==> config.mk <==
export PLATFORM = sky130hd
export DESIGN_NAME = xbr_ctrl
export DESIGN_NICKNAME = d
export VERILOG_FILES = /design/src/rtl/xbr_pkg.sv /design/src/rtl/xbr_ctrl.sv
export SDC_FILE = /design/constraint.sdc
export NUM_CORES = 1
export LEC_CHECK = 0
export BUFFER_PORTS_ARGS = -buffer_cell sky130_fd_sc_hd__buf_2
export CAP_MARGIN = 10
export CORE_MARGIN = 2
export CORE_UTILIZATION = 49
export CTS_CLUSTER_SIZE = 40
export DETAILED_ROUTE_END_ITERATION = 10
export HOLD_SLACK_MARGIN = 0.03
export PLACE_DENSITY = 0.78
export SYNTH_ARGS = -nofsm -noshare
export SYNTH_HDL_FRONTEND = slang
export SYNTH_SLANG_ARGS = --single-unit
==> constraint.sdc <==
create_clock -name clock -period 1.7 [get_ports clock]
set_input_delay 0.17 -clock clock [delete_from_list [all_inputs] [get_ports clock]]
set_output_delay 0.17 -clock clock [all_outputs]
set_load 0.005 [all_outputs]
==> src/rtl/xbr_pkg.sv <==
// Shared types, constants and the window tap table for the 2x pixel scaler.
// No dependencies; imported by xbr_ctrl, xbr_datapath, the top level and the testbench.
package xbr_pkg;

   // sizes
   localparam int MAX_WIDTH_DEFAULT = 1024;
   localparam int PIX_W = 32;
   localparam int WIDTH_REG_W = 11;
   localparam int HEIGHT_REG_W = 16;
   localparam int ROW_W = 17;
   localparam int LINE_ROWS = 4;
   localparam int COL_TAPS = 5;
   localparam int WIN_N = 25;
   localparam int DIST_W = 25;
   localparam int SUM_W = 28;
   localparam int PADDR_W = 3;

   // register reset values and register indexes (paddr[2])
   localparam logic [WIDTH_REG_W-1:0]  WIDTH_RESET  = 11'd1024;
   localparam logic [HEIGHT_REG_W-1:0] HEIGHT_RESET = 16'd480;
   localparam logic REG_WIDTH  = 1'b0;
   localparam logic REG_HEIGHT = 1'b1;

   // input slot kinds
   localparam logic MODE_PIXEL = 1'b0;
   localparam logic MODE_FLUSH = 1'b1;

   // corners, in decision order
   localparam logic [1:0] CORNER_BR = 2'd0;
   localparam logic [1:0] CORNER_TR = 2'd1;
   localparam logic [1:0] CORNER_TL = 2'd2;
   localparam logic [1:0] CORNER_BL = 2'd3;

   // distance slots within one corner
   localparam logic [3:0] SUB_S1_FIRST = 4'd0;
   localparam logic [3:0] SUB_S1_HEAVY = 4'd4;
   localparam logic [3:0] SUB_S2_FIRST = 4'd5;
   localparam logic [3:0] SUB_S2_HEAVY = 4'd9;
   localparam logic [3:0] SUB_NEAR     = 4'd10;
   localparam logic [3:0] SUB_LAST     = 4'd11;

   // block column relative to the current column
   localparam logic [1:0] XSEL_LEFT2 = 2'd0;
   localparam logic [1:0] XSEL_LEFT1 = 2'd1;
   localparam logic [1:0] XSEL_HERE  = 2'd2;

   // window taps: column i (0 = x-2), row j (0 = y-2) at i*5+j
   localparam logic [4:0] T_A0 = 5'd1;
   localparam logic [4:0] T_D0 = 5'd2;
   localparam logic [4:0] T_G0 = 5'd3;
   localparam logic [4:0] T_A1 = 5'd5;
   localparam logic [4:0] T_A  = 5'd6;
   localparam logic [4:0] T_D  = 5'd7;
   localparam logic [4:0] T_G  = 5'd8;
   localparam logic [4:0] T_G5 = 5'd9;
   localparam logic [4:0] T_B1 = 5'd10;
   localparam logic [4:0] T_B  = 5'd11;
   localparam logic [4:0] T_E  = 5'd12;
   localparam logic [4:0] T_H  = 5'd13;
   localparam logic [4:0] T_H5 = 5'd14;
   localparam logic [4:0] T_C1 = 5'd15;
   localparam logic [4:0] T_C  = 5'd16;
   localparam logic [4:0] T_F  = 5'd17;
   localparam logic [4:0] T_I  = 5'd18;
   localparam logic [4:0] T_I5 = 5'd19;
   localparam logic [4:0] T_C4 = 5'd21;
   localparam logic [4:0] T_F4 = 5'd22;
   localparam logic [4:0] T_I4 = 5'd23;

   typedef struct packed {
      logic             mode;
      logic [PIX_W-1:0] pixel;
   } xbr_req_type;

   typedef struct packed {
      logic [PIX_W-1:0] top_left;
      logic [PIX_W-1:0] top_right;
      logic [PIX_W-1:0] bottom_left;
      logic [PIX_W-1:0] bottom_right;
      logic [9:0]       source_column;
      logic [15:0]      source_row;
      logic             last_in_step;
      logic             end_of_frame;
   } xbr_rsp_type;

   typedef struct packed {
      logic [4:0] p;
      logic [4:0] q;
   } xbr_taps_type;

   // controller to datapath
   typedef struct packed {
      logic       take;
      logic       rd_en;
      logic [2:0] rd_k;
      logic       win_load;
      logic       win_pass;
      logic       issue;
      logic [1:0] corner;
      logic [3:0] sub;
      logic       out_load;
      logic [1:0] xsel;
      logic       out_last;
      logic       step;
   } xbr_cmd_type;

   // datapath to controller
   typedef struct packed {
      logic kind_ok;
      logic row_ge2;
      logic col_ge1;
      logic col_ge2;
      logic col_last;
      logic emit_done;
      logic out_free;
   } xbr_sts_type;

   // pixel pair for each distance of each corner decision
   function automatic xbr_taps_type pair_taps(input logic [1:0] corner, input logic [3:0] sub);
      xbr_taps_type t;
      t = '{p: T_E, q: T_E};
      unique case (corner)
         CORNER_BR: begin
            case (sub)
               4'd0:    t = '{p: T_E, q: T_C};
               4'd1:    t = '{p: T_E, q: T_G};
               4'd2:    t = '{p: T_I, q: T_F4};
               4'd3:    t = '{p: T_I, q: T_H5};
               4'd4:    t = '{p: T_H, q: T_F};
               4'd5:    t = '{p: T_H, q: T_D};
               4'd6:    t = '{p: T_H, q: T_I5};
               4'd7:    t = '{p: T_F, q: T_I4};
               4'd8:    t = '{p: T_F, q: T_B};
               4'd9:    t = '{p: T_E, q: T_I};
               4'd10:   t = '{p: T_E, q: T_F};
               4'd11:   t = '{p: T_E, q: T_H};
               default: t = '{p: T_E, q: T_E};
            endcase
         end
         CORNER_TR: begin
            case (sub)
               4'd0:    t = '{p: T_E, q: T_I};
               4'd1:    t = '{p: T_E, q: T_A};
               4'd2:    t = '{p: T_C, q: T_F4};
               4'd3:    t = '{p: T_C, q: T_B1};
               4'd4:    t = '{p: T_B, q: T_F};
               4'd5:    t = '{p: T_B, q: T_D};
               4'd6:    t = '{p: T_B, q: T_C1};
               4'd7:    t = '{p: T_F, q: T_H};
               4'd8:    t = '{p: T_F, q: T_C4};
               4'd9:    t = '{p: T_E, q: T_C};
               4'd10:   t = '{p: T_E, q: T_F};
               4'd11:   t = '{p: T_E, q: T_B};
               default: t = '{p: T_E, q: T_E};
            endcase
         end
         CORNER_TL: begin
            case (sub)
               4'd0:    t = '{p: T_E, q: T_G};
               4'd1:    t = '{p: T_E, q: T_C};
               4'd2:    t = '{p: T_A, q: T_D0};
               4'd3:    t = '{p: T_A, q: T_B1};
               4'd4:    t = '{p: T_B, q: T_D};
               4'd5:    t = '{p: T_B, q: T_F};
               4'd6:    t = '{p: T_B, q: T_A1};
               4'd7:    t = '{p: T_D, q: T_H};
               4'd8:    t = '{p: T_D, q: T_A0};
               4'd9:    t = '{p: T_E, q: T_A};
               4'd10:   t = '{p: T_E, q: T_D};
               4'd11:   t = '{p: T_E, q: T_B};
               default: t = '{p: T_E, q: T_E};
            endcase
         end
         default: begin
            case (sub)
               4'd0:    t = '{p: T_E, q: T_I};
               4'd1:    t = '{p: T_E, q: T_A};
               4'd2:    t = '{p: T_G, q: T_D0};
               4'd3:    t = '{p: T_G, q: T_H5};
               4'd4:    t = '{p: T_H, q: T_D};
               4'd5:    t = '{p: T_H, q: T_F};
               4'd6:    t = '{p: T_H, q: T_G5};
               4'd7:    t = '{p: T_D, q: T_B};
               4'd8:    t = '{p: T_D, q: T_G0};
               4'd9:    t = '{p: T_E, q: T_G};
               4'd10:   t = '{p: T_E, q: T_D};
               4'd11:   t = '{p: T_E, q: T_H};
               default: t = '{p: T_E, q: T_E};
            endcase
         end
      endcase
      return t;
   endfunction

endpackage

==> src/rtl/xbr_ctrl.sv <==
// Controller: sequences column fetch, window update, distance issue and block output.
// Uses xbr_pkg; drives the datapath through xbr_cmd_type.
module xbr_ctrl (
   input  logic                 clock,
   input  logic                 reset,
   input  logic                 req_valid,
   output logic                 req_stall,
   input  xbr_pkg::xbr_sts_type sts,
   output xbr_pkg::xbr_cmd_type cmd
);
   import xbr_pkg::*;

   localparam logic [2:0] S_IDLE  = 3'd0;
   localparam logic [2:0] S_READ  = 3'd1;
   localparam logic [2:0] S_SHIFT = 3'd2;
   localparam logic [2:0] S_EMIT  = 3'd3;
   localparam logic [2:0] S_WAIT  = 3'd4;
   localparam logic [2:0] S_OUT   = 3'd5;
   localparam logic [2:0] S_PASS  = 3'd6;
   localparam logic [2:0] S_STEP  = 3'd7;

   localparam logic [2:0] K_DONE = 3'(COL_TAPS);

   logic [2:0] state_ff, state_in;
   logic [2:0] k_ff, k_in;
   logic [1:0] corner_ff, corner_in;
   logic [3:0] sub_ff, sub_in;
   logic [1:0] xsel_ff, xsel_in;
   logic       pass_ff, pass_in;
   logic       accept;

   assign req_stall = state_ff != S_IDLE;
   assign accept    = req_valid && !req_stall;

   // next state and commands
   always_comb begin
      state_in  = state_ff;
      k_in      = k_ff;
      corner_in = corner_ff;
      sub_in    = sub_ff;
      xsel_in   = xsel_ff;
      pass_in   = pass_ff;
      cmd       = '0;
      cmd.rd_k  = k_ff;
      cmd.corner = corner_ff;
      cmd.sub   = sub_ff;
      cmd.xsel  = xsel_ff;
      unique case (state_ff)
         S_IDLE: begin
            cmd.take = accept;
            if (accept && sts.kind_ok) begin
               state_in = S_READ;
               k_in     = '0;
            end
         end
         S_READ: begin
            cmd.rd_en = k_ff != K_DONE;
            if (k_ff == K_DONE) begin
               state_in = S_SHIFT;
            end else begin
               k_in = k_ff + 3'd1;
            end
         end
         S_SHIFT: begin
            cmd.win_load = 1'b1;
            corner_in = CORNER_BR;
            sub_in    = SUB_S1_FIRST;
            if (sts.row_ge2 && sts.col_ge2) begin
               state_in = S_EMIT;
               xsel_in  = XSEL_LEFT2;
            end else if (sts.row_ge2 && sts.col_last) begin
               state_in = S_PASS;
               pass_in  = 1'b0;
            end else begin
               state_in = S_STEP;
            end
         end
         S_EMIT: begin
            cmd.issue = 1'b1;
            if (sub_ff == SUB_LAST) begin
               sub_in    = SUB_S1_FIRST;
               corner_in = corner_ff + 2'd1;
               if (corner_ff == CORNER_BL) begin
                  state_in = S_WAIT;
               end
            end else begin
               sub_in = sub_ff + 4'd1;
            end
         end
         S_WAIT: begin
            if (sts.emit_done) begin
               state_in = S_OUT;
            end
         end
         S_OUT: begin
            if (sts.out_free) begin
               cmd.out_load = 1'b1;
               unique case (xsel_ff)
                  XSEL_LEFT2: begin
                     cmd.out_last = !sts.col_last;
                     state_in = sts.col_last ? S_PASS : S_STEP;
                     pass_in  = 1'b0;
                  end
                  XSEL_LEFT1: begin
                     cmd.out_last = 1'b0;
                     state_in = S_PASS;
                     pass_in  = 1'b1;
                  end
                  default: begin
                     cmd.out_last = 1'b1;
                     state_in = S_STEP;
                  end
               endcase
            end
         end
         S_PASS: begin
            cmd.win_pass = 1'b1;
            corner_in = CORNER_BR;
            sub_in    = SUB_S1_FIRST;
            if (pass_ff) begin
               state_in = S_EMIT;
               xsel_in  = XSEL_HERE;
            end else if (sts.col_ge1) begin
               state_in = S_EMIT;
               xsel_in  = XSEL_LEFT1;
            end else begin
               pass_in = 1'b1;
            end
         end
         default: begin
            cmd.step = 1'b1;
            state_in = S_IDLE;
         end
      endcase
   end

   always_ff @(posedge clock) begin
      if (reset) begin
         state_ff <= S_IDLE;
      end else begin
         state_ff <= state_in;
      end
   end

   always_ff @(posedge clock) begin
      k_ff      <= k_in;
      corner_ff <= corner_in;
      sub_ff    <= sub_in;
      xsel_ff   <= xsel_in;
      pass_ff   <= pass_in;
   end

   // checks
   a_done_in_wait: assert property (@(posedge clock) disable iff (reset)
      sts.emit_done |-> state_ff == S_WAIT)
      else $error("distance pipeline finished outside the wait state");

   a_load_free: assert property (@(posedge clock) disable iff (reset)
      cmd.out_load |-> sts.out_free)
      else $error("result register loaded while a block is still held");

   a_drop_stays_idle: assert property (@(posedge clock) disable iff (reset)
      (accept && !sts.kind_ok) |=> state_ff == S_IDLE)
      else $error("slot of the wrong kind started work");

endmodule

Yosys cells after proc, flatten, opt, wreduce, memory -nomap -nowiden:

Cells that the tools add are included.

* register bits: 15
* bits in latches: 0
* bits in writable memories: 0
* ROM bits: 0
* bits of input ports: 10
* memories kept: 0

* add/subtract/negate cells: 3
* multipliers: 0
* divide/modulo/power cells: 0
* $lt $le $gt $ge: 0
* equality and inequality tests: 23
* shifts and indexed selects: 0
* mux-type cells: 42
* bitwise operators: 0
* reduce and logical (&&, ||, !) cells: 20

Operators with widths (number)
* $mux W3: 11
* $pmux W3 S7: 1
* $ne A2 B2 Y1 const B: 10
* $mux W1: 17
* $eq A3 B3 Y1 const B: 4
* $mux W2: 4
* $pmux W2 S2: 2
* $pmux W4 S2: 1
* $reduce_and A7 Y1: 1
* $reduce_or A7 Y1: 1
* $eq A3 B2 Y1 const B: 2
* $ne A3 B3 Y1 const B: 2
* $pmux W1 S2: 3
* $pmux W3 S2: 1
* $reduce_and A3 Y1: 2
* $reduce_bool A2 Y1: 3
* $reduce_bool A3 Y1: 2
* $reduce_and A5 Y1: 1
* $add A4 B1 Y4 const B: 1
* $eq A4 B4 Y1 const B: 1
* $logic_and A1 B1 Y1: 4
* $mux W4: 1
* $add A3 B1 Y3 const B: 1
* $eq A3 B1 Y1 const B: 1
* 10 further kinds: 11

Logic depth before layout (Yosys ltp):

Gate-level depths: netlist of run 1.

* depth in word-level cells: 6
* gate-level depth with buffers: 6
* mapped depth without buffers: 6

Worst setup path after synthesis of run 1:

Ideal clock, no wire load.

* kind: register -> register
* start: register sub_ff[0]
* end: register state_ff[2]
* setup time: 0.070 ns
* arrival: 1.474 ns
* slack: 0.156 ns
* stages on the path, launching flop included: 6
* buffers on the path: 0
* cell sequence: edfxtp_1 -> ha_1 -> nand3b_4 -> and3_4 -> or4_1 -> a21oi_1

* word-level cells in the longest chain between the ends: 3

Ends and longest elaborated chain
* start, declared: line xbr_ctrl.sv:27 `logic [3:0] sub_ff, sub_in;`
* start signal, assigned: line xbr_ctrl.sv:148 `sub_ff <= sub_in;`
* $eq A4 B4 Y1: line xbr_ctrl.sv:80 `if (sub_ff == SUB_LAST) begin`
* $ne A2 B2 Y1 (no line)
* $reduce_and A7 Y1 (no line)
* end signal, assigned: line xbr_ctrl.sv:141 `state_ff <= state_in;`
* end, declared: line xbr_ctrl.sv:24 `logic [2:0] state_ff, state_in;`

No other way between the ends.
A chain may end at the register's enable or synchronous reset.

Worst setup path after layout of run 1:

Same ends and word-level chain as after synthesis.

==> results of run 1 <==
==> flip-flops by register name (all words and copies together) (netlist names) <==
register,cells
sub_ff,4
k_ff,3
state_ff,3
corner_ff,2
xsel_ff,2
pass_ff,1
==> layer usage <==
metal | vias to the layer above | wire length (µm) | GRT usage, %
met1 | 384 | 964 | 23.8
met3 | 6 | 101 | 4.53
met4 | 0 | 27 | 9.19
li1 | 421 | - | -
met2 | 27 | 1030 | 34.1
met5 | - | 0 | 0
==> worst max-delay path, delay by kind of cell (launching register included) <==
kind | cells | cell delay (ns)
flip-flops | 1 | 0.39
adder cells (fa/ha/maj) | 1 | 0.27
AO/OA/AOI/OAI | 1 | 0.12
AND/OR/NAND/NOR | 3 | 0.76
==> final cells by class <==
class / count / area, µm² / area share (%)
clock buffer: 4 / 26.3 / 2.26
inverter: 8 / 30.0 / 2.58
multi-input combinational: 72 / 478 / 41.0
sequential: 15 / 424 / 36.4
tap: 25 / 31.3 / 2.69
timing repair buffer: 33 / 175 / 15.0
==> how the worst max path moves through the flow <==
| stage | start | end | slack, ns |
|---|---|---|---|
| detailed placement | sub_ff[0] | state_ff[2] | 0.10 |
| finish | sub_ff[0] | state_ff[2] | 0.09 |
| floorplan | sub_ff[0] | state_ff[2] | 0.16 |
| global placement | sub_ff[0] | state_ff[2] | 0.14 |
| CTS | state_ff[0] | cmd[17] | 0.02 |
| global route | state_ff[0] | cmd[17] | -0.01 |
==> power by group <==
| part | internal [mW] | switching [mW] | total, mW |
|---|---|---|---|
| combinational | 0.355 | 0.371 | 0.726 |
| sequential | 0.545 | 0.129 | 0.674 |
| clock | 0.0912 | 0.112 | 0.203 |
| total | 0.992 | 0.612 | 1.60 |
==> through the flow <==
stage / worst slack [ns] / utilization, %
final: 0.0864 / 66.0
after global routing: -0.0110 / 66.0
after CTS: 0.0230 / 65.4
after detailed placement: 0.104 / 63.9
after global placement: 0.143 / 63.9
after floorplan: 0.156 / -
==> Yosys cell counts <==
library cell and n:
sky130_fd_sc_hd__a211oi_1 2, sky130_fd_sc_hd__or4_1 1, sky130_fd_sc_hd__or3_1 1, sky130_fd_sc_hd__clkbuf_1 1, sky130_fd_sc_hd__mux2i_1 3, sky130_fd_sc_hd__nand2b_1 1, sky130_fd_sc_hd__nor3b_1 1, sky130_fd_sc_hd__and2b_1 1
sky130_fd_sc_hd__edfxtp_1 12, sky130_fd_sc_hd__a21oi_1 7, sky130_fd_sc_hd__dfxtp_1 3, sky130_fd_sc_hd__nor4b_1 1, sky130_fd_sc_hd__inv_1 8, sky130_fd_sc_hd__nor2b_1 1, sky130_fd_sc_hd__o21a_1 1, sky130_fd_sc_hd__nand3b_4 1
sky130_fd_sc_hd__o21ai_0 3, sky130_fd_sc_hd__and3_4 1, sky130_fd_sc_hd__a22o_1 1, sky130_fd_sc_hd__ha_1 4, sky130_fd_sc_hd__nand2_1 8, sky130_fd_sc_hd__nand3b_1 2, sky130_fd_sc_hd__a31oi_1 1, sky130_fd_sc_hd__o31ai_1 2
sky130_fd_sc_hd__buf_2 2, sky130_fd_sc_hd__nor3_1 4, sky130_fd_sc_hd__xnor2_1 2, sky130_fd_sc_hd__and3b_1 2, sky130_fd_sc_hd__nor2_1 13, sky130_fd_sc_hd__and2_1 4, sky130_fd_sc_hd__a31o_2 1, sky130_fd_sc_hd__a211o_1 1
sky130_fd_sc_hd__and3_2 1, sky130_fd_sc_hd__o211ai_1 1
==> what timing repair did <==
| action | in CTS | in global routing |
|---|---|---|
| endpoints found under the hold margin | 0 | 0 |
| endpoints found under the setup margin | 0 | 3 |
| hold buffers | 0 | 0 |
| gates resized for setup | 0 | 6 |
==> logic make-up (layout without fill, tap and decap cells) <==
family / Yosys count / after routing
AOI/OAI and AO/OA: 20 / 20
xor gates and xnor gates: 2 / 2
adders and majority gates: 4 / 4
buffers and inverters: 11 / 45
DFF: 15 / 15
muxes: 3 / 3
and+or+nand+nor: 43 / 43
==> impl_results.html, run 1 <==
<table>
<tr><th>Metric</th><th>Value</th></tr>
<tr><th colspan="2">CTS</th></tr>
<tr><td>CTS H-tree depth</td><td>1</td></tr>
<tr><td>Clock root buffer master</td><td>sky130_fd_sc_hd__clkbuf_4</td></tr>
<tr><td>Worst-case clock buffer depth</td><td>2</td></tr>
<tr><td>Post-CTS setup buffers</td><td>0</td></tr>
<tr><td>Clk sink count</td><td>15</td></tr>
<tr><td>Number of clock buffers inserted by TritonCTS</td><td>3</td></tr>
<tr><td>Clock transition at the registers of the reported paths</td><td>0.08 ns</td></tr>
<tr><td>Clock tree from TritonCTS</td><td>done</td></tr>
<tr><td>Worst skew pair latency</td><td>0.29 ns</td></tr>
<tr><th colspan="2">Synthesis</th></tr>
<tr><td>Post-Synthesis Cells</td><td>98</td></tr>
<tr><td>Synth top area cells</td><td>sky130_fd_sc_hd__edfxtp_1, sky130_fd_sc_hd__dfxtp_1, sky130_fd_sc_hd__ha_1, sky130_fd_sc_hd__nor2_1, sky130_fd_sc_hd__a21oi_1</td></tr>
<tr><td>Proportion of synthesized area in mux cells</td><td>3.21%</td></tr>
<tr><td>Cell variety after synth</td><td>34</td></tr>
<tr><td>Sequential-to-total area share from yosys stat</td><td>45.0%</td></tr>
<tr><td>Top cell type's share of synthesized area</td><td>38.6%</td></tr>
<tr><td>Simple-gate area share of the yosys netlist</td><td>26.2%</td></tr>
<tr><td>Net count of the mapped netlist</td><td>112</td></tr>
<tr><td>Cell area after synthesis</td><td>935 µm²</td></tr>
<tr><td>Combinational family with the most area after synthesis</td><td>simple AND/OR/NAND/NOR gates</td></tr>
<tr><td>Share of the synthesized area in compound gates (AO/OA/AOI/OAI)</td><td>13.7%</td></tr>
<tr><td>Xor/xnor cell area share of the yosys netlist</td><td>1.87%</td></tr>
<tr><td>Syn. warnings</td><td>0</td></tr>
<tr><td>#FFs+latches synth</td><td>15</td></tr>
<tr><td>Syn Area/Cell</td><td>9.54 µm²</td></tr>
<tr><td>Largest area contributor in the synthesized netlist</td><td>sky130_fd_sc_hd__edfxtp_1</td></tr>
<tr><td>Adder-cell share of the synthesized area</td><td>5.35%</td></tr>
<tr><th colspan="2">STA</th></tr>
<tr><td>Setup-failing EPs final</td><td>0</td></tr>
<tr><td>Period utilization</td><td>94.9%</td></tr>
<tr><td>Normalized max-slew margin</td><td>68.5%</td></tr>
<tr><td>Accumulated negative setup slack</td><td>0 ns</td></tr>
<tr><td>Tightest Pin Transition</td><td>0.469 ns</td></tr>
<tr><td>Final max-slew violation count</td><td>0</td></tr>
<tr><td>Maximum achievable frequency</td><td>0.620 GHz</td></tr>
<tr><td>Final Hold Vio Count</td><td>0</td></tr>
<tr><td>Worst slack on hold paths</td><td>0.0710 ns</td></tr>
<tr><td>Worst clock skew</td><td>0.00794 ns</td></tr>
<tr><td>Final Critical Period</td><td>1.61 ns</td></tr>
<tr><th colspan="2">Layout</th></tr>
<tr><td>Post-route non-filler standard cell count</td><td>157</td></tr>
<tr><td>Design area</td><td>1160 µm²</td></tr>
<tr><td>Layout-stage area growth over the synthesis result</td><td>24.6%</td></tr>
<tr><td>Most common cell after layout, fill and taps aside</td><td>sky130_fd_sc_hd__buf_2</td></tr>
<tr><td>Ratio of cells with drive above 1 in the final layout</td><td>34.8%</td></tr>
<tr><td>Final layout net count</td><td>147</td></tr>
<tr><td>Most used cells in the layout excluding fill and tap cells</td><td>sky130_fd_sc_hd__buf_2, sky130_fd_sc_hd__nor2_1, sky130_fd_sc_hd__edfxtp_1</td></tr>
<tr><td>Number of fillers in the final layout</td><td>177</td></tr>
<tr><td>Antenna fix cells</td><td>0</td></tr>
<tr><th colspan="2">Drt</th></tr>
<tr><td>Residual DRC</td><td>0</td></tr>
<tr><td>Initial DRT Pass Iterations</td><td>4</td></tr>
<tr><td>Final ANT Viol Nets</td><td>0</td></tr>
<tr><td>Routed via count</td><td>838</td></tr>
<tr><td>First DRT Iteration DRCs</td><td>46</td></tr>
<tr><td>Average wire per cell in the routed design</td><td>13.5 µm</td></tr>
<tr><td>Final WL</td><td>2120 µm</td></tr>
<tr><td>Avg Vias per Cell</td><td>5.34</td></tr>
<tr><th colspan="2">Global routing</th></tr>
<tr><td>Wire length of the first global-routing pass</td><td>3060 µm</td></tr>
<tr><td>Sum of overflow across all layers after global routing</td><td>0</td></tr>
<tr><td>Antenna violations before repair</td><td>0</td></tr>
<tr><td>Pin count of the biggest net entering global routing</td><td>14</td></tr>
<tr><td>All-Layer GR Usage</td><td>19.9%</td></tr>
<tr><td>Number of global-route vias before repair</td><td>760</td></tr>
<tr><th colspan="2">Hold path</th></tr>
<tr><td>Hold_sp</td><td>reset</td></tr>
<tr><td>Destination of the worst hold path</td><td>state_ff[2]</td></tr>
<tr><td>Hold path cells</td><td>2</td></tr>
<tr><td>Worst hold path type</td><td>primary input to flip-flop</td></tr>
<tr><th colspan="2">Floorplan</th></tr>
<tr><td>Initial core utilization</td><td>53.0%</td></tr>
<tr><td>Y dimension of the die</td><td>47.7 µm</td></tr>
<tr><td>Die outline area</td><td>2270 µm²</td></tr>
<tr><td>Num ports</td><td>30</td></tr>
<tr><td>Placement row count</td><td>15</td></tr>
<tr><td>Die X</td><td>47.7 µm</td></tr>
<tr><td>Area of the core region</td><td>1760 µm²</td></tr>
<tr><th colspan="2">Place</th></tr>
<tr><td>Final weighted congestion of routability-driven global placement</td><td>0.849</td></tr>
<tr><td>Count of buffers from port buffering</td><td>29</td></tr>
<tr><td>Final HPWL from detailed placement</td><td>1570 µm</td></tr>
<tr><td>Placed insts</td><td>153</td></tr>
<tr><td>Total cell area at the placement stage</td><td>1130 µm²</td></tr>
<tr><th colspan="2">Critical path</th></tr>
<tr><td>Nature of the critical path startpoint</td><td>flip-flop</td></tr>
<tr><td>Worst reg-to-reg path cell count</td><td>5</td></tr>
<tr><td>Worst path cell trace</td><td>ha_1, nand3b_4, and3_4, or4_1, a21oi_1</td></tr>
<tr><td>Biggest fanout along the worst timing path</td><td>4</td></tr>
<tr><td>Standard cell with the maximum stage delay on the critical path</td><td>sky130_fd_sc_hd__or4_1</td></tr>
<tr><td>Critical R2R Launch</td><td>sub_ff[0]</td></tr>
<tr><td>Worst reg-to-reg setup slack</td><td>0.09 ns</td></tr>
<tr><td>Delay of the slowest cell on the worst path</td><td>0.46 ns</td></tr>
<tr><td>Endpoint of the most critical register-to-register path</td><td>state_ff[2]</td></tr>
<tr><td>Element type at the critical path end</td><td>flip-flop</td></tr>
<tr><td>Critical path start-end classification</td><td>flip-flop to flip-flop</td></tr>
<tr><td>Endpoint required time on the critical path</td><td>1.91 ns</td></tr>
<tr><td>Arrival @ worst endpoint</td><td>1.83 ns</td></tr>
<tr><th colspan="2">Run</th></tr>
<tr><td>Max Cap Viol</td><td>0</td></tr>
<tr><th colspan="2">Power</th></tr>
<tr><td>Total power</td><td>1.60 mW</td></tr>
<tr><td>Power density cells</td><td>1380 nW/µm²</td></tr>
<tr><td>Static Leak</td><td>0.547 nW</td></tr>
<tr><td>Max VDD drop</td><td>0.836 mV</td></tr>
<tr><th colspan="2">Status</th></tr>
<tr><td>Outcome</td><td>finished clean</td></tr>
</table>
No activity file was read; power rests on OpenSTA's default activity.
==> run 2: changes to the inputs <==
- BUFFER_PORTS_ARGS: -buffer_cell sky130_fd_sc_hd__buf_2 -> -buffer_cell sky130_fd_sc_hd__clkbuf_2
- PLACE_DENSITY: 0.78 -> 0.88
==> run 2 against run 1 <==
Net effect:
- critical endpoint is now cmd[13]
- highest routed layer unchanged
- power is essentially flat
- largest power group unchanged
- hold slack got worse by 0.013 ns
- largest cell class unchanged
- cell area is 0.97% higher
==> impl_results.html, run 2 (synthesis results as in run 1) <==
<table>
<tr><th>Metric</th><th>Value</th></tr>
<tr><th colspan="2">Critical path</th></tr>
<tr><td>Delay of the slowest cell on the worst path</td><td>0.43 ns</td></tr>
<tr><td>Standard cell with the maximum stage delay on the critical path</td><td>sky130_fd_sc_hd__dfxtp_1</td></tr>
<tr><td>Critical path start-end classification</td><td>flip-flop to output port</td></tr>
<tr><td>Endpoint required time on the critical path</td><td>1.53 ns</td></tr>
<tr><td>Worst reg-to-reg setup slack</td><td>0.07 ns</td></tr>
<tr><td>Arrival @ worst endpoint</td><td>1.46 ns</td></tr>
<tr><td>Buffering stage count on the worst path with inverters included</td><td>4</td></tr>
<tr><td>Worst path cell trace</td><td>buf_4, clkinvlp_4, nand2_1, buf_4, nor2_1, clkbuf_2</td></tr>
<tr><td>Endpoint of the most critical register-to-register path</td><td>state_ff[2]</td></tr>
<tr><td>Worst reg-to-reg path cell count</td><td>5</td></tr>
<tr><td>Gate family responsible for the most delay along the worst path</td><td>buffers and inverters</td></tr>
<tr><td>Most common cell type on the critical path</td><td>sky130_fd_sc_hd__buf_4</td></tr>
<tr><td>Critical R2R Launch</td><td>sub_ff[0]</td></tr>
<tr><td>Biggest fanout along the worst timing path</td><td>9</td></tr>
<tr><td>Crit. path cell count</td><td>6</td></tr>
<tr><td>Nature of the critical path startpoint</td><td>flip-flop</td></tr>
<tr><td>Element type at the critical path end</td><td>output port</td></tr>
<tr><th colspan="2">Floorplan</th></tr>
<tr><td>Y dimension of the die</td><td>47.7 µm</td></tr>
<tr><td>Num ports</td><td>30</td></tr>
<tr><td>Die outline area</td><td>2270 µm²</td></tr>
<tr><td>Die X</td><td>47.7 µm</td></tr>
<tr><td>Area of the core region</td><td>1760 µm²</td></tr>
<tr><td>Placement row count</td><td>15</td></tr>
<tr><td>Initial core utilization</td><td>53.0%</td></tr>
<tr><th colspan="2">STA</th></tr>
<tr><td>Period utilization</td><td>95.7%</td></tr>
<tr><td>Final max-slew violation count</td><td>0</td></tr>
<tr><td>Worst clock skew</td><td>0.00893 ns</td></tr>
<tr><td>Final Critical Period</td><td>1.63 ns</td></tr>
<tr><td>Setup-failing EPs final</td><td>0</td></tr>
<tr><td>Final Hold Vio Count</td><td>0</td></tr>
<tr><td>Normalized max-slew margin</td><td>72.8%</td></tr>
<tr><td>Maximum achievable frequency</td><td>0.615 GHz</td></tr>
<tr><td>Tightest Pin Transition</td><td>0.405 ns</td></tr>
<tr><td>Worst setup slack after layout</td><td>0.0735 ns</td></tr>
<tr><th colspan="2">Global routing</th></tr>
<tr><td>Number of global-route vias before repair</td><td>718</td></tr>
<tr><td>Wire length of the first global-routing pass</td><td>3050 µm</td></tr>
<tr><td>Sum of overflow across all layers after global routing</td><td>0</td></tr>
<tr><td>Antenna violations before repair</td><td>0</td></tr>
<tr><td>Pin count of the biggest net entering global routing</td><td>13</td></tr>
<tr><td>All-Layer GR Usage</td><td>19.2%</td></tr>
<tr><th colspan="2">Layout</th></tr>
<tr><td>Antenna fix cells</td><td>0</td></tr>
<tr><td>Most common cell after layout, fill and taps aside</td><td>sky130_fd_sc_hd__clkbuf_2</td></tr>
<tr><td>Ratio of cells with drive above 1 in the final layout</td><td>34.3%</td></tr>
<tr><td>Register ranked first by flip-flop count</td><td>sub_ff</td></tr>
<tr><td>Largest registers ranked by flip-flop count</td><td>sub_ff: 4 flops, k_ff: 3 flops, state_ff: 3 flops</td></tr>
<tr><td>Final layout net count</td><td>149</td></tr>
<tr><td>Post-route non-filler standard cell count</td><td>159</td></tr>
<tr><td>Design area</td><td>1180 µm²</td></tr>
<tr><td>Max reg flops</td><td>4</td></tr>
<tr><td>Most used cells in the layout excluding fill and tap cells</td><td>sky130_fd_sc_hd__clkbuf_2, sky130_fd_sc_hd__nor2_1, sky130_fd_sc_hd__edfxtp_1</td></tr>
<tr><td>Layout-stage area growth over the synthesis result</td><td>25.8%</td></tr>
<tr><th colspan="2">Hold path</th></tr>
<tr><td>Hold_sp</td><td>reset</td></tr>
<tr><td>Worst hold path type</td><td>primary input to flip-flop</td></tr>
<tr><td>Destination of the worst hold path</td><td>state_ff[2]</td></tr>
<tr><td>Hold path cells</td><td>2</td></tr>
<tr><th colspan="2">Power</th></tr>
<tr><td>Static Leak</td><td>0.553 nW</td></tr>
<tr><td>Power density cells</td><td>1360 nW/µm²</td></tr>
<tr><td>Max VDD drop</td><td>0.787 mV</td></tr>
<tr><th colspan="2">CTS</th></tr>
<tr><td>Worst skew pair latency</td><td>0.29 ns</td></tr>
<tr><td>Clk sink count</td><td>15</td></tr>
<tr><td>Hold-fix buffers, CTS</td><td>0</td></tr>
<tr><td>Clock tree from TritonCTS</td><td>done</td></tr>
<tr><td>Clock root buffer master</td><td>sky130_fd_sc_hd__clkbuf_4</td></tr>
<tr><td>Clock transition at the registers of the reported paths</td><td>0.10 ns</td></tr>
<tr><td>Post-CTS setup buffers</td><td>0</td></tr>
<tr><td>Worst-case clock buffer depth</td><td>2</td></tr>
<tr><td>Number of clock buffers inserted by TritonCTS</td><td>3</td></tr>
<tr><td>CTS H-tree depth</td><td>1</td></tr>
<tr><th colspan="2">Drt</th></tr>
<tr><td>First DRT Iteration DRCs</td><td>21</td></tr>
<tr><td>Final WL</td><td>2060 µm</td></tr>
<tr><td>Average wire per cell in the routed design</td><td>13.0 µm</td></tr>
<tr><td>Avg Vias per Cell</td><td>5.49</td></tr>
<tr><td>Routed via count</td><td>873</td></tr>
<tr><td>Residual DRC</td><td>0</td></tr>
<tr><td>Final ANT Viol Nets</td><td>0</td></tr>
<tr><td>Initial DRT Pass Iterations</td><td>6</td></tr>
<tr><th colspan="2">Status</th></tr>
<tr><td>Outcome</td><td>finished clean</td></tr>
<tr><th colspan="2">Place</th></tr>
<tr><td>Count of buffers from port buffering</td><td>29</td></tr>
<tr><td>Final HPWL from detailed placement</td><td>1580 µm</td></tr>
<tr><td>Final weighted congestion of routability-driven global placement</td><td>0.867</td></tr>
<tr><td>Total cell area at the placement stage</td><td>1140 µm²</td></tr>
<tr><td>Placement Setup Slack</td><td>0.0922 ns</td></tr>
<tr><td>Placed insts</td><td>155</td></tr>
<tr><th colspan="2">Run</th></tr>
<tr><td>Max Cap Viol</td><td>0</td></tr>
</table>
run 2: repair_timing:
item	CTS	global route
gates resized for setup	0	3
setup endpoints to repair	0	4
endpoints found under the hold margin	0	0
run 2: worst register-to-register path, stage by stage (launching register included):
cell and delay [ns]:
sky130_fd_sc_hd__edfxtp_1 0.40, sky130_fd_sc_hd__ha_1 0.28, sky130_fd_sc_hd__nand3b_4 0.10, sky130_fd_sc_hd__and3_4 0.20
sky130_fd_sc_hd__or4_1 0.47, sky130_fd_sc_hd__a21oi_1 0.12
run 2: layer usage:
layer	wire [µm]	global-route usage, %
met1	869	23.1
met2	1030	33.5
met3	128	4.53
met4	32	7.03
met5	0	0
run 2: how the worst max path moves through the flow:
stage | from | to | slack, ns
2_1_floorplan | sub_ff[0] | state_ff[2] | 0.16
3_3_place_gp | sub_ff[0] | state_ff[2] | 0.15
3_5_place_dp | sub_ff[0] | state_ff[2] | 0.09
4_1_cts | state_ff[2] | cmd[1] | 0.02
5_1_grt | state_ff[0] | cmd[13] | -0.005
6_report | state_ff[0] | cmd[13] | 0.07
run 2: layout make-up:
class | count | area (µm²)
multi-input combinational | 72 | 470
clock inverter | 1 | 5.00
inverter | 8 | 33.8
sequential | 15 | 423
tap | 25 | 31.3
timing repair buffer | 35 | 190
clock buffer | 3 | 22.5
fill | 155 | 588
run 2: power by group:
group	internal, mW	switching (mW)	total (mW)
logic	0.359	0.379	0.737
registers	0.543	0.113	0.656
clock network	0.0875	0.123	0.210
run 2: through the flow:
| stage | util (%) | setup TNS [ns] | power [mW] | hold WS [ns] |
|---|---|---|---|---|
| floorplan | - | 0 | 1.10 | 0.239 |
| global placement | 64.8 | 0 | 1.35 | 0.371 |
| detailed placement | 64.8 | 0 | 1.38 | 0.371 |
| CTS | 66.3 | 0 | 1.60 | 0.0602 |
| global route | 66.7 | -0.00844 | 1.72 | 0.0566 |
| finish | 66.7 | 0 | 1.60 | 0.0583 |
==> run 3: changes to the inputs <==
- ABC_AREA: default -> 1
- CORE_UTILIZATION: 49 -> 50
- PLACE_DENSITY: 0.88 -> 0.89
- SETUP_SLACK_MARGIN: default -> 0.1
==> run 3 against run 2 <==
Net effect:
- highest routed layer unchanged
- critical path depth is 1 higher
- maximum frequency is 6.9% higher
- sequential power is 8.5% higher
- cell area is 0.32% lower
- worst setup slack better by 0.11 ns
- area after synthesis is 3.5% higher
- sequential cell count stayed put
- count of clock-buffer cells in the layout is 1 higher
- wire length is 1.0% higher
- register-to-register slack better by 0.18 ns
- final cell count is 18% higher
==> impl_results.html, run 3 <==
<table>
<tr><th>Metric</th><th>Value</th></tr>
<tr><th colspan="2">Status</th></tr>
<tr><td>Outcome</td><td>finished clean</td></tr>
<tr><th colspan="2">Synthesis</th></tr>
<tr><td>Synth top area cells</td><td>sky130_fd_sc_hd__edfxtp_1, sky130_fd_sc_hd__nand2_1, sky130_fd_sc_hd__nor2_1, sky130_fd_sc_hd__inv_1, sky130_fd_sc_hd__dfxtp_1</td></tr>
<tr><td>Prevailing post-synth register cell</td><td>sky130_fd_sc_hd__edfxtp_1</td></tr>
<tr><td>Cell area after synthesis</td><td>967 µm²</td></tr>
<tr><td>Top post-synthesis cells by count</td><td>sky130_fd_sc_hd__nand2_1, sky130_fd_sc_hd__nor2_1, sky130_fd_sc_hd__inv_1, sky130_fd_sc_hd__edfxtp_1, sky130_fd_sc_hd__nand3_1</td></tr>
<tr><td>Sequential-to-total area share from yosys stat</td><td>43.5%</td></tr>
<tr><td>Top cell type's share of synthesized area</td><td>37.3%</td></tr>
<tr><td>#FFs+latches synth</td><td>15</td></tr>
<tr><td>Number of enable-type register cells in the synthesized netlist</td><td>12</td></tr>
<tr><td>Syn. warnings</td><td>0</td></tr>
<tr><td>Largest area contributor in the synthesized netlist</td><td>sky130_fd_sc_hd__edfxtp_1</td></tr>
<tr><td>Post-Synthesis Cells</td><td>129</td></tr>
<tr><td>Cell with the most instances after synthesis</td><td>sky130_fd_sc_hd__nand2_1</td></tr>
<tr><td>Syn Area/Cell</td><td>7.50 µm²</td></tr>
<tr><td>Net count of the mapped netlist</td><td>143</td></tr>
<tr><td>Cell variety after synth</td><td>20</td></tr>
<tr><td>Proportion of synthesized flip-flops having asynchronous set or reset</td><td>0%</td></tr>
<tr><th colspan="2">Drt</th></tr>
<tr><td>Routed via count</td><td>951</td></tr>
<tr><td>Residual DRC</td><td>0</td></tr>
<tr><td>Initial DRT Pass Iterations</td><td>5</td></tr>
<tr><td>Final WL</td><td>2080 µm</td></tr>
<tr><td>Avg Vias per Cell</td><td>5.09</td></tr>
<tr><td>First DRT Iteration DRCs</td><td>11</td></tr>
<tr><td>Average wire per cell in the routed design</td><td>11.1 µm</td></tr>
<tr><td>Final ANT Viol Nets</td><td>0</td></tr>
<tr><th colspan="2">CTS</th></tr>
<tr><td>Clock transition at the registers of the reported paths</td><td>0.09 ns</td></tr>
<tr><td>Post-CTS setup buffers</td><td>0</td></tr>
<tr><td>Clock root buffer master</td><td>sky130_fd_sc_hd__clkbuf_4</td></tr>
<tr><td>Hold-fix buffers, CTS</td><td>0</td></tr>
<tr><td>Worst-case clock buffer depth</td><td>2</td></tr>
<tr><td>Worst skew pair latency</td><td>0.28 ns</td></tr>
<tr><td>Clk sink count</td><td>15</td></tr>
<tr><td>Clock tree from TritonCTS</td><td>done</td></tr>
<tr><td>CTS H-tree depth</td><td>1</td></tr>
<tr><td>Number of clock buffers inserted by TritonCTS</td><td>3</td></tr>
<tr><td>Post_cts resized</td><td>0</td></tr>
<tr><th colspan="2">STA</th></tr>
<tr><td>RSZ-0062 raised after global routing</td><td>no</td></tr>
<tr><td>Final Critical Period</td><td>1.52 ns</td></tr>
<tr><td>Maximum achievable frequency</td><td>0.657 GHz</td></tr>
<tr><td>Final Hold Vio Count</td><td>0</td></tr>
<tr><td>Worst setup slack after layout</td><td>0.179 ns</td></tr>
<tr><td>Final max-slew violation count</td><td>0</td></tr>
<tr><td>Period utilization</td><td>89.5%</td></tr>
<tr><td>Normalized max-slew margin</td><td>81.7%</td></tr>
<tr><td>Worst slack on hold paths</td><td>0.0430 ns</td></tr>
<tr><td>Accumulated negative setup slack</td><td>0 ns</td></tr>
<tr><td>Setup-failing EPs final</td><td>0</td></tr>
<tr><td>Tightest Pin Transition</td><td>0.274 ns</td></tr>
<tr><td>Worst clock skew</td><td>0.00614 ns</td></tr>
<tr><th colspan="2">Run</th></tr>
<tr><td>Max Cap Viol</td><td>0</td></tr>
<tr><th colspan="2">Layout</th></tr>
<tr><td>Largest registers ranked by flip-flop count</td><td>sub_ff: 4 flops, k_ff: 3 flops, state_ff: 3 flops</td></tr>
<tr><td>Ratio of cells with drive above 1 in the final layout</td><td>29.6%</td></tr>
<tr><td>Most used cells in the layout excluding fill and tap cells</td><td>sky130_fd_sc_hd__nand2_1, sky130_fd_sc_hd__clkbuf_2, sky130_fd_sc_hd__nor2_1</td></tr>
<tr><td>Register ranked first by flip-flop count</td><td>sub_ff</td></tr>
<tr><td>Layout-stage area growth over the synthesis result</td><td>21.2%</td></tr>
<tr><td>Number of fillers in the final layout</td><td>175</td></tr>
<tr><td>Final layout net count</td><td>177</td></tr>
<tr><td>Antenna fix cells</td><td>0</td></tr>
<tr><td>Max reg flops</td><td>4</td></tr>
<tr><td>Most common cell after layout, fill and taps aside</td><td>sky130_fd_sc_hd__nand2_1</td></tr>
<tr><th colspan="2">Floorplan</th></tr>
<tr><td>Num ports</td><td>30</td></tr>
<tr><td>Die X</td><td>48.0 µm</td></tr>
<tr><td>Placement row count</td><td>15</td></tr>
<tr><td>Initial core utilization</td><td>54.8%</td></tr>
<tr><td>Area of the core region</td><td>1760 µm²</td></tr>
<tr><td>Y dimension of the die</td><td>48.0 µm</td></tr>
<tr><td>Die outline area</td><td>2300 µm²</td></tr>
<tr><th colspan="2">Power</th></tr>
<tr><td>Static Leak</td><td>0.634 nW</td></tr>
<tr><td>Total power</td><td>1.81 mW</td></tr>
<tr><td>Max VDD drop</td><td>1.11 mV</td></tr>
<tr><td>Power density cells</td><td>1540 nW/µm²</td></tr>
<tr><th colspan="2">Global routing</th></tr>
<tr><td>Wire length of the first global-routing pass</td><td>3270 µm</td></tr>
<tr><td>Sum of overflow across all layers after global routing</td><td>0</td></tr>
<tr><td>All-Layer GR Usage</td><td>20.3%</td></tr>
<tr><td>Number of global-route vias before repair</td><td>826</td></tr>
<tr><td>Antenna violations before repair</td><td>0</td></tr>
<tr><td>Pin count of the biggest net entering global routing</td><td>9</td></tr>
<tr><th colspan="2">Place</th></tr>
<tr><td>Final weighted congestion of routability-driven global placement</td><td>0.925</td></tr>
<tr><td>Placement Setup Slack</td><td>0.156 ns</td></tr>
<tr><td>Final HPWL from detailed placement</td><td>1690 µm</td></tr>
<tr><td>Count of buffers from port buffering</td><td>29</td></tr>
<tr><th colspan="2">Critical path</th></tr>
<tr><td>Critical path start-end classification</td><td>flip-flop to output port</td></tr>
<tr><td>Endpoint required time on the critical path</td><td>1.53 ns</td></tr>
<tr><td>Arrival @ worst endpoint</td><td>1.35 ns</td></tr>
<tr><td>Element type at the critical path end</td><td>output port</td></tr>
<tr><td>Nature of the critical path startpoint</td><td>flip-flop</td></tr>
<tr><td>Biggest fanout along the worst timing path</td><td>5</td></tr>
<tr><th colspan="2">Hold path</th></tr>
<tr><td>Worst hold path type</td><td>primary input to flip-flop</td></tr>
</table>
==> run 3: cell types whose count changed after synthesis, moves of 4 or more <==
cell / before / now
sky130_fd_sc_hd__nor2_1: 13 / 26
sky130_fd_sc_hd__nor3_1: 4 / 0
sky130_fd_sc_hd__nand2_1: 8 / 32
sky130_fd_sc_hd__inv_1: 8 / 18
sky130_fd_sc_hd__and2_1: 4 / 0
sky130_fd_sc_hd__nand3_1: 0 / 9
==> run 3: per-stage QoR <==
step                      area [µm²]  std cells  util (%)
after floorplan                  967        129         -
after global placement          1140        183      64.6
after detailed placement        1140        183      64.6
after CTS                       1170        187      66.1
after global routing            1170        187      66.5
final                           1170        187      66.5
==> run 3: worst paths after layout <==
check,from,end,slack (ns),cells past startpoint
hold reg to reg,state_ff[0],state_ff[0],0.56,2
setup / recovery,state_ff[0],cmd[1],0.18,7
hold / removal,reset,state_ff[2],0.04,2
setup reg to reg,k_ff[0],k_ff[1],0.25,4
==> run 3: cell type report <==
type / instances / area, µm² / area share (%)
Multi-Input combinational cell: 92 / 462 / 39.4
Sequential cell: 15 / 422 / 36.0
Timing Repair Buffer: 30 / 153 / 13.0
Inverter: 21 / 78.8 / 6.72
Tap cell: 25 / 31.3 / 2.67
Clock buffer: 4 / 26.3 / 2.24
==> run 3: cells by family (layout without fill, tap and decap cells) <==
logic type,Yosys count,in the layout,synth area share (%)
and+or+nand+nor,77,77,35.2
buffers and inverters,22,55,9.31
DFF,15,15,43.5
AOI/OAI and AO/OA,10,10,5.95
adders and majority gates,4,4,5.17
xor gates and xnor gates,1,1,0.906
==> run 3: critical path, stage by stage (launching register included) <==
cell	delay [ns]
sky130_fd_sc_hd__dfxtp_2	0.40
sky130_fd_sc_hd__inv_2	0.08
sky130_fd_sc_hd__nor2_4	0.12
sky130_fd_sc_hd__nand2_1	0.12
sky130_fd_sc_hd__inv_2	0.08
sky130_fd_sc_hd__nand2_1	0.06
sky130_fd_sc_hd__nor2_1	0.09
sky130_fd_sc_hd__clkbuf_2	0.12
==> run 3: routing by layer <==
metal	vias to the layer above	global-route usage, %	routed length [µm]
li1	475	-	-
met1	429	25.0	863
met2	39	35.2	1060
met3	8	2.26	103
met4	0	9.73	53
met5	-	0	0
==> run 3: report_power, final <==
group / internal (mW) / switching (mW) / total (mW)
combinational: 0.357 / 0.536 / 0.894
clock: 0.0910 / 0.112 / 0.203
sequential: 0.595 / 0.117 / 0.712
